<file path="src/hdl/windowed_rate_quartile_gate_core_macros.svh">
// Assertion macros shared by the rate quartile gate modules.
`ifndef WINDOWED_RATE_QUARTILE_GATE_CORE_MACROS_SVH
`define WINDOWED_RATE_QUARTILE_GATE_CORE_MACROS_SVH

// same-cycle implication, sampled on clk, off during reset
`define WRQG_ASSERT_IMP(name, pre, post, msg) \
	name: assert property (@(posedge clk) disable iff (!arst_n) (pre) |-> (post)) \
		else $error(msg);

// next-cycle implication, sampled on clk, off during reset
`define WRQG_ASSERT_NXT(name, pre, post, msg) \
	name: assert property (@(posedge clk) disable iff (!arst_n) (pre) |=> (post)) \
		else $error(msg);

`endif

</file>
<file path="src/hdl/wrqg_pkg.sv">
// Shared constants, types and helpers of the rate quartile gate.
`default_nettype none
package wrqg_pkg;

	localparam int WINDOW_DEPTH = 64;
	localparam int AW = $clog2(WINDOW_DEPTH);
	localparam int CW = $clog2(WINDOW_DEPTH + 1);

	localparam int TS_W = 48;
	localparam int RATE_W = 10;
	localparam int WIN_W = 24;
	localparam int MSC_W = 7;
	localparam int PCT_W = 7;
	localparam int WGT_W = 4;
	localparam int IDX_W = 3;
	localparam int CFG_DW = 24;
	localparam int BIT_W = $clog2(RATE_W);
	localparam int CMP_W = (CW > MSC_W) ? CW : MSC_W;
	localparam int PROD_W = RATE_W + PCT_W + 1;
	localparam int MW_W = WGT_W + RATE_W;
	localparam int SUM_W = MW_W + 1;
	localparam int PCT_BASE = 100;

	localparam int NLANE = 3;
	localparam int LANE_MIN = 0;
	localparam int LANE_Q3 = 1;
	localparam int LANE_MED = 2;

	localparam logic [IDX_W-1:0] CFG_WINDOW_LENGTH = 3'd0;
	localparam logic [IDX_W-1:0] CFG_MIN_COUNT = 3'd1;
	localparam logic [IDX_W-1:0] CFG_MIN_MEDIAN = 3'd2;
	localparam logic [IDX_W-1:0] CFG_VIDEO_RATE = 3'd3;
	localparam logic [IDX_W-1:0] CFG_STABLE_PCT = 3'd4;
	localparam logic [IDX_W-1:0] CFG_MISS_WEIGHT = 3'd5;

	localparam logic [WIN_W-1:0] RST_WINDOW_LENGTH = 24'd500000;
	localparam logic [MSC_W-1:0] RST_MIN_COUNT = 7'd4;
	localparam logic [RATE_W-1:0] RST_MIN_MEDIAN = 10'd5;
	localparam logic [RATE_W-1:0] RST_VIDEO_RATE = 10'd24;
	localparam logic [PCT_W-1:0] RST_STABLE_PCT = 7'd80;
	localparam logic [WGT_W-1:0] RST_MISS_WEIGHT = 4'd3;

	typedef struct packed {
		logic latch;
		logic exp_pop;
		logic append;
		logic sel_init;
		logic sel_issue;
		logic sel_resolve;
		logic [BIT_W-1:0] bit_idx;
		logic dec_load;
		logic res_load;
		logic res_short;
	} wrqg_cmd_t;

	typedef struct packed {
		logic is_query;
		logic cnt_zero;
		logic exp_hit;
		logic query_ok;
		logic issue_done;
		logic rd_vld;
	} wrqg_stat_t;

	function automatic logic [AW-1:0] ptr_inc(input logic [AW-1:0] p);
		return (p == AW'(WINDOW_DEPTH - 1)) ? '0 : p + 1'b1;
	endfunction

	function automatic logic [AW-1:0] ptr_add(input logic [AW-1:0] p,
			input logic [CW-1:0] c);
		logic [AW:0] s;
		s = (AW + 1)'(p) + (AW + 1)'(c);
		if (s >= (AW + 1)'(WINDOW_DEPTH)) begin
			s = s - (AW + 1)'(WINDOW_DEPTH);
		end
		return s[AW-1:0];
	endfunction

endpackage
`default_nettype wire

</file>
<file path="src/hdl/wrqg_ram.sv">
// Generic single-write, single-read RAM with registered read data.
`default_nettype none
module wrqg_ram #(
	parameter int WIDTH = 8,
	parameter int DEPTH = 64
) (
	input  wire logic                     clk,
	input  wire logic                     we,
	input  wire logic [$clog2(DEPTH)-1:0] waddr,
	input  wire logic [WIDTH-1:0]         wdata,
	input  wire logic [$clog2(DEPTH)-1:0] raddr,
	output logic      [WIDTH-1:0]         rdata
);

	logic [WIDTH-1:0] mem_q [DEPTH];

	always_ff @(posedge clk) begin
		if (we) begin
			mem_q[waddr] <= wdata;
		end
		rdata <= mem_q[raddr];
	end

endmodule
`default_nettype wire

</file>
<file path="src/hdl/wrqg_ctrl.sv">
// Sequencer of the rate quartile gate: expiry, append, selection passes, decision.
`default_nettype none
module wrqg_ctrl (
	input  wire logic                 clk,
	input  wire logic                 arst_n,
	input  wire logic                 start,
	input  wire wrqg_pkg::wrqg_stat_t stat,
	output wrqg_pkg::wrqg_cmd_t       cmd,
	output logic                      busy,
	output logic                      done
);
	import wrqg_pkg::*;

	typedef enum logic [2:0] {
		ST_IDLE,
		ST_EXP_RD,
		ST_EXP_CHK,
		ST_APPEND,
		ST_QUERY,
		ST_SEL,
		ST_DEC1,
		ST_DEC2
	} state_t;

	state_t state_q, state_d, post_st;
	logic [BIT_W-1:0] bit_q, bit_d;
	logic busy_q, busy_d;
	logic done_q, done_d;

	always_comb begin
		cmd = '0;
		cmd.bit_idx = bit_q;
		state_d = state_q;
		bit_d = bit_q;
		busy_d = busy_q;
		done_d = 1'b0;
		post_st = stat.is_query ? ST_QUERY : ST_APPEND;
		unique case (state_q)
			ST_IDLE: begin
				if (start) begin
					cmd.latch = 1'b1;
					busy_d = 1'b1;
					state_d = ST_EXP_RD;
				end
			end
			ST_EXP_RD: begin
				state_d = stat.cnt_zero ? post_st : ST_EXP_CHK;
			end
			ST_EXP_CHK: begin
				if (stat.exp_hit) begin
					cmd.exp_pop = 1'b1;
					state_d = ST_EXP_RD;
				end else begin
					state_d = post_st;
				end
			end
			ST_APPEND: begin
				cmd.append = 1'b1;
				busy_d = 1'b0;
				state_d = ST_IDLE;
			end
			ST_QUERY: begin
				if (stat.query_ok) begin
					cmd.sel_init = 1'b1;
					bit_d = BIT_W'(RATE_W - 1);
					state_d = ST_SEL;
				end else begin
					cmd.res_load = 1'b1;
					cmd.res_short = 1'b1;
					busy_d = 1'b0;
					done_d = 1'b1;
					state_d = ST_IDLE;
				end
			end
			ST_SEL: begin
				cmd.sel_issue = !stat.issue_done;
				if (stat.issue_done && !stat.rd_vld) begin
					cmd.sel_resolve = 1'b1;
					if (bit_q == '0) begin
						state_d = ST_DEC1;
					end else begin
						bit_d = bit_q - 1'b1;
					end
				end
			end
			ST_DEC1: begin
				cmd.dec_load = 1'b1;
				state_d = ST_DEC2;
			end
			ST_DEC2: begin
				cmd.res_load = 1'b1;
				busy_d = 1'b0;
				done_d = 1'b1;
				state_d = ST_IDLE;
			end
			default: begin
				state_d = ST_IDLE;
			end
		endcase
	end

	always_ff @(posedge clk or negedge arst_n) begin
		if (!arst_n) begin
			state_q <= ST_IDLE;
			bit_q <= '0;
			busy_q <= 1'b0;
			done_q <= 1'b0;
		end else begin
			state_q <= state_d;
			bit_q <= bit_d;
			busy_q <= busy_d;
			done_q <= done_d;
		end
	end

	assign busy = busy_q;
	assign done = done_q;

`include "windowed_rate_quartile_gate_core_macros.svh"

	`WRQG_ASSERT_IMP(a_done_not_busy, done_q, !busy_q, "result strobe while busy")
	`WRQG_ASSERT_NXT(a_start_busy, start && !busy_q, busy_q, "item taken but not busy")
	`WRQG_ASSERT_NXT(a_res_done, cmd.res_load, done_q, "result loaded without strobe")

endmodule
`default_nettype wire

</file>
<file path="src/hdl/wrqg_dp.sv">
// Datapath of the rate quartile gate: sample stores, window pointers, rank lanes, decision.
`default_nettype none
module wrqg_dp (
	input  wire logic                         clk,
	input  wire logic                         arst_n,
	input  wire wrqg_pkg::wrqg_cmd_t          cmd,
	output wrqg_pkg::wrqg_stat_t              stat,
	input  wire logic                         in_cmd,
	input  wire logic [wrqg_pkg::TS_W-1:0]    in_ts,
	input  wire logic [wrqg_pkg::RATE_W-1:0]  in_enc,
	input  wire logic [wrqg_pkg::RATE_W-1:0]  in_ack,
	input  wire logic [wrqg_pkg::RATE_W-1:0]  in_miss,
	input  wire logic                         cfg_we,
	input  wire logic [wrqg_pkg::IDX_W-1:0]   cfg_idx,
	input  wire logic [wrqg_pkg::CFG_DW-1:0]  cfg_wdata,
	output logic                              res_avoid,
	output logic      [wrqg_pkg::CW-1:0]      res_count
);
	import wrqg_pkg::*;

	logic [WIN_W-1:0] win_q;
	logic [MSC_W-1:0] msc_q;
	logic [RATE_W-1:0] min_med_q;
	logic [RATE_W-1:0] video_q;
	logic [PCT_W-1:0] pct_q;
	logic [WGT_W-1:0] wgt_q;

	logic cmd_q;
	logic [TS_W-1:0] now_q;
	logic [RATE_W-1:0] enc_q, ack_in_q, miss_in_q;
	logic [RATE_W-1:0] ack_lat_q, miss_lat_q;

	logic [AW-1:0] head_q;
	logic [CW-1:0] live_count_q;
	logic [AW-1:0] rd_ptr_q;
	logic [CW-1:0] sel_idx_q;
	logic rd_vld_s1;

	logic [RATE_W-1:0] prefix_q [NLANE];
	logic [AW-1:0] rank_q [NLANE];
	logic [CW-1:0] cnt_q [NLANE];
	logic [NLANE-1:0] match;

	logic full;
	logic [AW-1:0] slot;
	logic [TS_W-1:0] time_rdata;
	logic [RATE_W-1:0] rate_rdata;
	logic [RATE_W-1:0] hi_mask;
	logic [CW-1:0] quarter;
	logic [CW-1:0] rank_q3, rank_med;

	logic med_ok_s1, vid_ok_s1;
	logic [PROD_W-1:0] pp_s1, lim_s1;
	logic [MW_W-1:0] mw_s1;
	logic [SUM_W-1:0] ack_sum;
	logic avoid_d;
	logic avoid_q;
	logic [CW-1:0] count_q;

	assign full = (live_count_q == CW'(WINDOW_DEPTH));
	assign slot = full ? head_q : ptr_add(head_q, live_count_q);

	wrqg_ram #(.WIDTH(TS_W), .DEPTH(WINDOW_DEPTH)) u_time_ram (
		.clk   (clk),
		.we    (cmd.append),
		.waddr (slot),
		.wdata (now_q),
		.raddr (head_q),
		.rdata (time_rdata)
	);

	wrqg_ram #(.WIDTH(RATE_W), .DEPTH(WINDOW_DEPTH)) u_rate_ram (
		.clk   (clk),
		.we    (cmd.append),
		.waddr (slot),
		.wdata (enc_q),
		.raddr (rd_ptr_q),
		.rdata (rate_rdata)
	);

	assign stat.is_query = cmd_q;
	assign stat.cnt_zero = (live_count_q == '0);
	assign stat.exp_hit = (now_q >= time_rdata)
		&& ((now_q - time_rdata) >= TS_W'(win_q));
	assign stat.query_ok = (live_count_q != '0)
		&& (CMP_W'(live_count_q) >= CMP_W'(msc_q));
	assign stat.issue_done = (sel_idx_q == live_count_q);
	assign stat.rd_vld = rd_vld_s1;

	assign quarter = live_count_q >> 2;
	assign rank_q3 = live_count_q - CW'(1) - quarter;
	assign rank_med = live_count_q - CW'(1) - (quarter << 1);

	assign hi_mask = {RATE_W{1'b1}} << ((BIT_W + 1)'(cmd.bit_idx) + (BIT_W + 1)'(1));

	always_comb begin
		for (int l = 0; l < NLANE; l++) begin
			match[l] = (((rate_rdata ^ prefix_q[l]) & hi_mask) == '0)
				&& !rate_rdata[cmd.bit_idx];
		end
	end

	always_ff @(posedge clk or negedge arst_n) begin
		if (!arst_n) begin
			win_q <= RST_WINDOW_LENGTH;
			msc_q <= RST_MIN_COUNT;
			min_med_q <= RST_MIN_MEDIAN;
			video_q <= RST_VIDEO_RATE;
			pct_q <= RST_STABLE_PCT;
			wgt_q <= RST_MISS_WEIGHT;
		end else if (cfg_we) begin
			unique case (cfg_idx)
				CFG_WINDOW_LENGTH: win_q <= cfg_wdata[WIN_W-1:0];
				CFG_MIN_COUNT: msc_q <= cfg_wdata[MSC_W-1:0];
				CFG_MIN_MEDIAN: min_med_q <= cfg_wdata[RATE_W-1:0];
				CFG_VIDEO_RATE: video_q <= cfg_wdata[RATE_W-1:0];
				CFG_STABLE_PCT: pct_q <= cfg_wdata[PCT_W-1:0];
				CFG_MISS_WEIGHT: wgt_q <= cfg_wdata[WGT_W-1:0];
				default: ;
			endcase
		end
	end

	always_ff @(posedge clk or negedge arst_n) begin
		if (!arst_n) begin
			head_q <= '0;
			live_count_q <= '0;
			ack_lat_q <= '0;
			miss_lat_q <= '0;
			rd_vld_s1 <= 1'b0;
		end else begin
			rd_vld_s1 <= cmd.sel_issue;
			if (cmd.exp_pop) begin
				head_q <= ptr_inc(head_q);
				live_count_q <= live_count_q - 1'b1;
			end else if (cmd.append) begin
				if (full) begin
					head_q <= ptr_inc(head_q);
				end else begin
					live_count_q <= live_count_q + 1'b1;
				end
				ack_lat_q <= ack_in_q;
				miss_lat_q <= miss_in_q;
			end
		end
	end

	always_ff @(posedge clk) begin
		if (cmd.latch) begin
			cmd_q <= in_cmd;
			now_q <= in_ts;
			enc_q <= in_enc;
			ack_in_q <= in_ack;
			miss_in_q <= in_miss;
		end
		if (cmd.sel_init || cmd.sel_resolve) begin
			rd_ptr_q <= head_q;
			sel_idx_q <= '0;
		end else if (cmd.sel_issue) begin
			rd_ptr_q <= ptr_inc(rd_ptr_q);
			sel_idx_q <= sel_idx_q + 1'b1;
		end
		for (int l = 0; l < NLANE; l++) begin
			if (cmd.sel_init || cmd.sel_resolve) begin
				cnt_q[l] <= '0;
			end else if (rd_vld_s1 && match[l]) begin
				cnt_q[l] <= cnt_q[l] + 1'b1;
			end
			if (cmd.sel_init) begin
				prefix_q[l] <= '0;
			end else if (cmd.sel_resolve && (CW'(rank_q[l]) >= cnt_q[l])) begin
				prefix_q[l][cmd.bit_idx] <= 1'b1;
				rank_q[l] <= rank_q[l] - AW'(cnt_q[l]);
			end
		end
		if (cmd.sel_init) begin
			rank_q[LANE_MIN] <= '0;
			rank_q[LANE_Q3] <= AW'(rank_q3);
			rank_q[LANE_MED] <= AW'(rank_med);
		end
		if (cmd.dec_load) begin
			med_ok_s1 <= prefix_q[LANE_MED] >= min_med_q;
			vid_ok_s1 <= prefix_q[LANE_MED] >= video_q;
			pp_s1 <= PROD_W'(prefix_q[LANE_MED]) * PROD_W'(pct_q);
			lim_s1 <= (PROD_W'(prefix_q[LANE_MIN]) + PROD_W'(1)) * PROD_W'(PCT_BASE);
			mw_s1 <= MW_W'(wgt_q) * MW_W'(miss_lat_q);
		end
		if (cmd.res_load) begin
			avoid_q <= avoid_d;
			count_q <= live_count_q;
		end
	end

	assign ack_sum = SUM_W'(prefix_q[LANE_Q3]) + SUM_W'(mw_s1);
	assign avoid_d = !cmd.res_short && med_ok_s1 && (vid_ok_s1 || (pp_s1 < lim_s1))
		&& (ack_sum >= SUM_W'(ack_lat_q));

	assign res_avoid = avoid_q;
	assign res_count = count_q;

`include "windowed_rate_quartile_gate_core_macros.svh"

	`WRQG_ASSERT_IMP(a_count_bound, 1'b1, live_count_q <= CW'(WINDOW_DEPTH), "count past depth")
	`WRQG_ASSERT_IMP(a_pop_nonempty, cmd.exp_pop, live_count_q != '0, "expiry of empty window")
	`WRQG_ASSERT_NXT(a_append_live, cmd.append, live_count_q != '0, "append left window empty")

endmodule
`default_nettype wire

</file>
<file path="src/hdl/windowed_rate_quartile_gate_core.sv">
// Top level of the windowed rate quartile gate.
//
//  channel   handshake                 payload
//  item in   start & !busy             cmd, timestamp_us, frame_rate, ack_rate, missing_acks
//  result    done (one-cycle strobe)   avoid_stereo, window_count
//  config    cfg_valid & cfg_ready     cfg_index, cfg_data
//
// Record: busy through expiry of old samples, then the append; a record gives no done.
// Query: busy through expiry, then ten bit passes of one read a cycle over the n live
// samples, then the decision; with too few samples just expiry. done rises as busy falls.
// Reset clears the window and loads default registers; no clearing pass is needed.
// The result strobe cannot be stalled; cfg_ready is always high.
`default_nettype none
module windowed_rate_quartile_gate_core (
	input  wire logic                         clk,
	input  wire logic                         arst_n,
	input  wire logic                         start,
	output logic                              busy,
	input  wire logic                         cmd,
	input  wire logic [wrqg_pkg::TS_W-1:0]    timestamp_us,
	input  wire logic [wrqg_pkg::RATE_W-1:0]  frame_rate,
	input  wire logic [wrqg_pkg::RATE_W-1:0]  ack_rate,
	input  wire logic [wrqg_pkg::RATE_W-1:0]  missing_acks,
	output logic                              done,
	output logic                              avoid_stereo,
	output logic      [wrqg_pkg::CW-1:0]      window_count,
	input  wire logic                         cfg_valid,
	output logic                              cfg_ready,
	input  wire logic [wrqg_pkg::IDX_W-1:0]   cfg_index,
	input  wire logic [wrqg_pkg::CFG_DW-1:0]  cfg_data
);
	import wrqg_pkg::*;

	wrqg_cmd_t ctl_cmd;
	wrqg_stat_t dp_stat;

	assign cfg_ready = 1'b1;

	wrqg_ctrl u_ctrl (
		.clk    (clk),
		.arst_n (arst_n),
		.start  (start),
		.stat   (dp_stat),
		.cmd    (ctl_cmd),
		.busy   (busy),
		.done   (done)
	);

	wrqg_dp u_dp (
		.clk       (clk),
		.arst_n    (arst_n),
		.cmd       (ctl_cmd),
		.stat      (dp_stat),
		.in_cmd    (cmd),
		.in_ts     (timestamp_us),
		.in_enc    (frame_rate),
		.in_ack    (ack_rate),
		.in_miss   (missing_acks),
		.cfg_we    (cfg_valid & cfg_ready),
		.cfg_idx   (cfg_index),
		.cfg_wdata (cfg_data),
		.res_avoid (avoid_stereo),
		.res_count (window_count)
	);

endmodule
`default_nettype wire
</file>
<file path="config.mk">
export PLATFORM = sky130hd
export DESIGN_NAME = windowed_rate_quartile_gate_core
export DESIGN_NICKNAME = d
export VERILOG_FILES = /design/src/hdl/wrqg_pkg.sv /design/src/hdl/wrqg_ram.sv /design/src/hdl/wrqg_ctrl.sv /design/src/hdl/wrqg_dp.sv /design/src/hdl/windowed_rate_quartile_gate_core.sv
export VERILOG_INCLUDE_DIRS = /design/src /design/src/hdl
export SDC_FILE = /design/constraint.sdc
export NUM_CORES = 2
export LEC_CHECK = 0
export ABC_CLOCK_PERIOD_IN_PS = 7030
export BUFFER_PORTS_ARGS = -buffer_cell sky130_fd_sc_hd__buf_2
export CAP_MARGIN = 20
export CORE_UTILIZATION = 45
export CTS_CLUSTER_DIAMETER = 40
export DETAILED_ROUTE_END_ITERATION = 6
export PLACE_DENSITY = 0.6
export SYNTH_ARGS = -nofsm -noshare
export SYNTH_HDL_FRONTEND = slang
export SYNTH_SLANG_ARGS = --single-unit
</file>
<file path="constraint.sdc">
create_clock -name clk -period 7.03 [get_ports clk]
set_input_delay 0.3515 -clock clk [delete_from_list [all_inputs] [get_ports clk]]
set_output_delay 0.3515 -clock clk [all_outputs]
set_load 0.05 [all_outputs]
</file>
==> results.sh <==
export IMPL_cts_setup_buffers=0
export IMPL_yosys_area_share_adder_pct=2.91
export IMPL_io_pin_count=121
export IMPL_criticalPathCategory="reg -> reg"
export IMPL_vias_per_cell=6.11
export IMPL_status="finished, final reports clean"
export IMPL_cts_tree="done"
export IMPL_startpoint_type="flop"
export IMPL_ys_ff_latch=4091
export IMPL_post_route_util_pct=52.9
export IMPL_synthXorXnorAreaFrac_pct=0.959
export IMPL_dp_hpwl_mm=260
export IMPL_avgSynthCellArea_sq_um=20.5
export IMPL_hp_class="in -> reg"
export IMPL_totalPowerFinal_uw=73100
export IMPL_final_setup_tns_ns=0
export IMPL_final_setup_viol_count=0
export IMPL_yosysSeqAreaShare_pct=73.5
export IMPL_slew_headroom_pct=18.8
export IMPL_die_w_microns=608
export IMPL_cts_buffers=535
export IMPL_port_buffers=119
export IMPL_post_synth_num_cell_types=76
export IMPL_drcViolationCount=0
export IMPL_first_iter_violations=10800
export IMPL_clock_path_buffers=4
export IMPL_ys_flop_type="edfxtp_1"
export IMPL_vdd_drop_max_mv=0.352
export IMPL_period_needed_ns=6.19
export IMPL_multi_input_area_sq_um=41800
export IMPL_hold_viol_final=0
export IMPL_dieArea_sq_um=370000
export IMPL_grt_overflow=0
export IMPL_synthesis_area_sq_um=165000
export IMPL_syn_to_final_growth_pct=16.9
export IMPL_drtPass1Iterations=6
export IMPL_clock_latency_ns=1.02
export IMPL_tightest_slew_ns=1.21
export IMPL_regArea_sq_um=122000
export IMPL_fin_skew_ns=0.0530
export IMPL_cp_arrival_ns=7.06
export IMPL_synth_top_area_cell="edfxtp_1"
export IMPL_synth_top_family_by_area="multiplexers"
export IMPL_clk_pin_slew_worst_paths_ns=0.05
export IMPL_synthMuxAreaShare_pct=16.4
export IMPL_cts_num_sinks=4091
export IMPL_p_per_area_nw_per_um2=379
export IMPL_core_sq_um=366000
export IMPL_drive_gt1_share_pct=27.4
export IMPL_synth_top_cells_by_count="edfxtp_1 (3911), mux4_2 (1100), nand2_1 (292)"
export IMPL_synth_edf_count=3911
export IMPL_start_util_pct=45.2
export IMPL_yosysWarnings=0
export IMPL_synthCells=8046
export IMPL_finalInstanceArea_sq_um=193000
export IMPL_timing_max_cap_violations=0
export IMPL_dpl_cell_area_sq_um=174000
export IMPL_setup_slack_ns=0.845
export IMPL_pre_cts_slack_ns=1.06
export IMPL_worstPathRequired_ns=7.90
export IMPL_die_y_microns=608
export IMPL_synth_top_area_share_pct=71.0
export IMPL_finalCritPeriodShare_pct=88.0
export IMPL_synth_compound_area_share_pct=2.64
export IMPL_fmax_mhz=162
export IMPL_fill_cells=28100
export IMPL_critPathCaptureType="flop"
export IMPL_rsz0062_at_grt="no"
export IMPL_row_count=222
export IMPL_place_congestion=0.906
export IMPL_synthTopCellsByArea="edfxtp_1 (71%), mux4_2 (15%), ha_1 (2.1%)"
export IMPL_wl_per_cell_microns=33.4
export IMPL_path_max_fanout=20
export IMPL_p_leak_uw=0.0635
export IMPL_ys_async_sr_fraction_pct=2.57
export IMPL_grt_max_degree=131
export IMPL_finalMaxSlewViolations=0
export IMPL_drt_total_wl_mm=467
export IMPL_final_nets=9174
export IMPL_yosys_area_share_simple_pct=2.07
export IMPL_antenna_found_initial=31
export IMPL_ant_nets=0
export IMPL_yosysMostFrequentCell="edfxtp_1"
export IMPL_grt_usage_pct=25.1
export IMPL_grt_pass1_wl_mm=658
export IMPL_cts_max_level=6
export IMPL_grt_pass1_vias=86400
export IMPL_via_count=85300
export IMPL_root_buffer="clkbuf_16"
export IMPL_synth_nets=8499
## worst paths after layout
path	startpoint	to	slack [ns]	cells past startpoint
worst max register to register	u_dp.now_q[3]$_DFFE_PP_	u_dp.ack_lat_q[4]$_DFFE_PN0P_	0.84	25
worst max-delay path	u_dp.now_q[3]$_DFFE_PP_	u_dp.ack_lat_q[4]$_DFFE_PN0P_	0.84	25
max in group asynchronous	arst_n	u_dp.head_q[4]$_DFFE_PN0P_	5.42	4
worst min-delay path	timestamp_us[30]	u_dp.now_q[30]$_DFFE_PP_	0.06	2
worst min register to register	u_dp.ack_in_q[3]$_DFFE_PP_	u_dp.ack_lat_q[3]$_DFFE_PN0P_	0.48	1
min in group asynchronous	arst_n	u_dp.win_q[5]$_DFFE_PN1P_	0.59	3
## stage by stage
step                      cells  hold slack, ns
final                     14000          0.0625
after global routing      14000          0.0501
after CTS                 14000        0.000467
after detailed placement  12900           0.335
after global placement    12900           0.324
after floorplan            8046          0.0559
## cell type report
cell class | count | share of cell area [%]
well taps | 4816 | 3.12
clock buffers | 607 | 7.26
multi-input cells | 3309 | 21.6
clock inverters | 354 | 2.04
repair buffers | 510 | 2.48
flip-flops and latches | 4091 | 62.9
diodes | 4 | 0.00518
inverters | 274 | 0.532
## logic make-up (layout without fill, tap and decap cells)
| family | count (synthesis) | count (layout) |
|---|---|---|
| buf+inv | 646 | 1745 |
| flops | 4091 | 4091 |
| mux | 1322 | 1322 |
| other cells | 1 | 5 |
| simple gates | 752 | 752 |
| fa+ha+maj | 343 | 343 |
| xor+xnor | 181 | 181 |
| compound gates | 710 | 710 |
## layout by cell type, fill, tap and decap left out, types with 75 or more instances in the layout
cell type / netlist / layout
a21oi_1: 225 / 225
buf_2: 4 / 118
buf_4: 1 / 188
clkbuf_16: 0 / 549
dfrtp_1: 89 / 83
dfxtp_1: 75 / 75
dlygate4sd3_1: 0 / 129
edfxtp_1: 3911 / 3911
ha_1: 274 / 274
inv_1: 274 / 274
mux2i_1: 137 / 137
mux4_2: 1100 / 1100
nand2_1: 292 / 291
nor2_1: 210 / 146
o21ai_0: 178 / 178
xnor2_1: 131 / 131
## critical path, stage by stage (launching register included)
cell and delay (ns):
edfxtp_1 0.40, ha_1 0.37, nand2_1 0.10, a211oi_1 0.39, o21bai_1 0.21, a21oi_1 0.24, nor2_1 0.10, nor3_1 0.17
nor2_1 0.11, o21ai_0 0.31, xor2_1 0.23, ha_1 0.28, a211oi_1 0.23, o21ai_0 0.11, o211ai_1 0.09, a21oi_1 0.09
a2111oi_0 0.32, o21ai_0 0.18, a2111oi_0 0.41, nand2_1 0.15, nor4_1 0.36, buf_4 0.26, a31oi_2 0.15, nor2_2 0.20
buf_12 0.19, mux2_1 0.35
## repair_timing
| item | 4_1_cts | 5_1_grt |
|---|---|---|
| resized for setup | 0 | 0 |
| hold endpoints to repair | 185 | 0 |
| hold buffers | 130 | 0 |
## power breakdown
part | switching, uW | total, uW | leakage [uW] | internal (uW)
clock | 10700 | 27300 | 0.00870 | 16700
combinational | 9230 | 16500 | 0.0177 | 7230
sequential | 699 | 29300 | 0.0371 | 28700
## metal layers
layer | GRT usage [%] | vias up | share of wire [%]
li1 | - | 34500 | -
met1 | 35.6 | 46100 | 41
met2 | 40.7 | 3916 | 48
met3 | 3.67 | 727 | 7.7
met4 | 7.59 | 12 | 3.1
met5 | 0 | - | 0.016
## flip-flops by register name, indices dropped and copies added (netlist names), 14 cells and up
register,count
u_dp.now_q,48
u_dp.pp_s1,15
u_dp.u_time_ram.mem_q,3072
u_dp.lim_s1,16
u_dp.rank_q,18
u_dp.mw_s1,14
u_dp.u_rate_ram.mem_q,640
u_dp.u_time_ram.rdata,48
u_dp.win_q,24
u_dp.cnt_q,21
u_dp.prefix_q,30
Power figures use the tool's default switching activity.
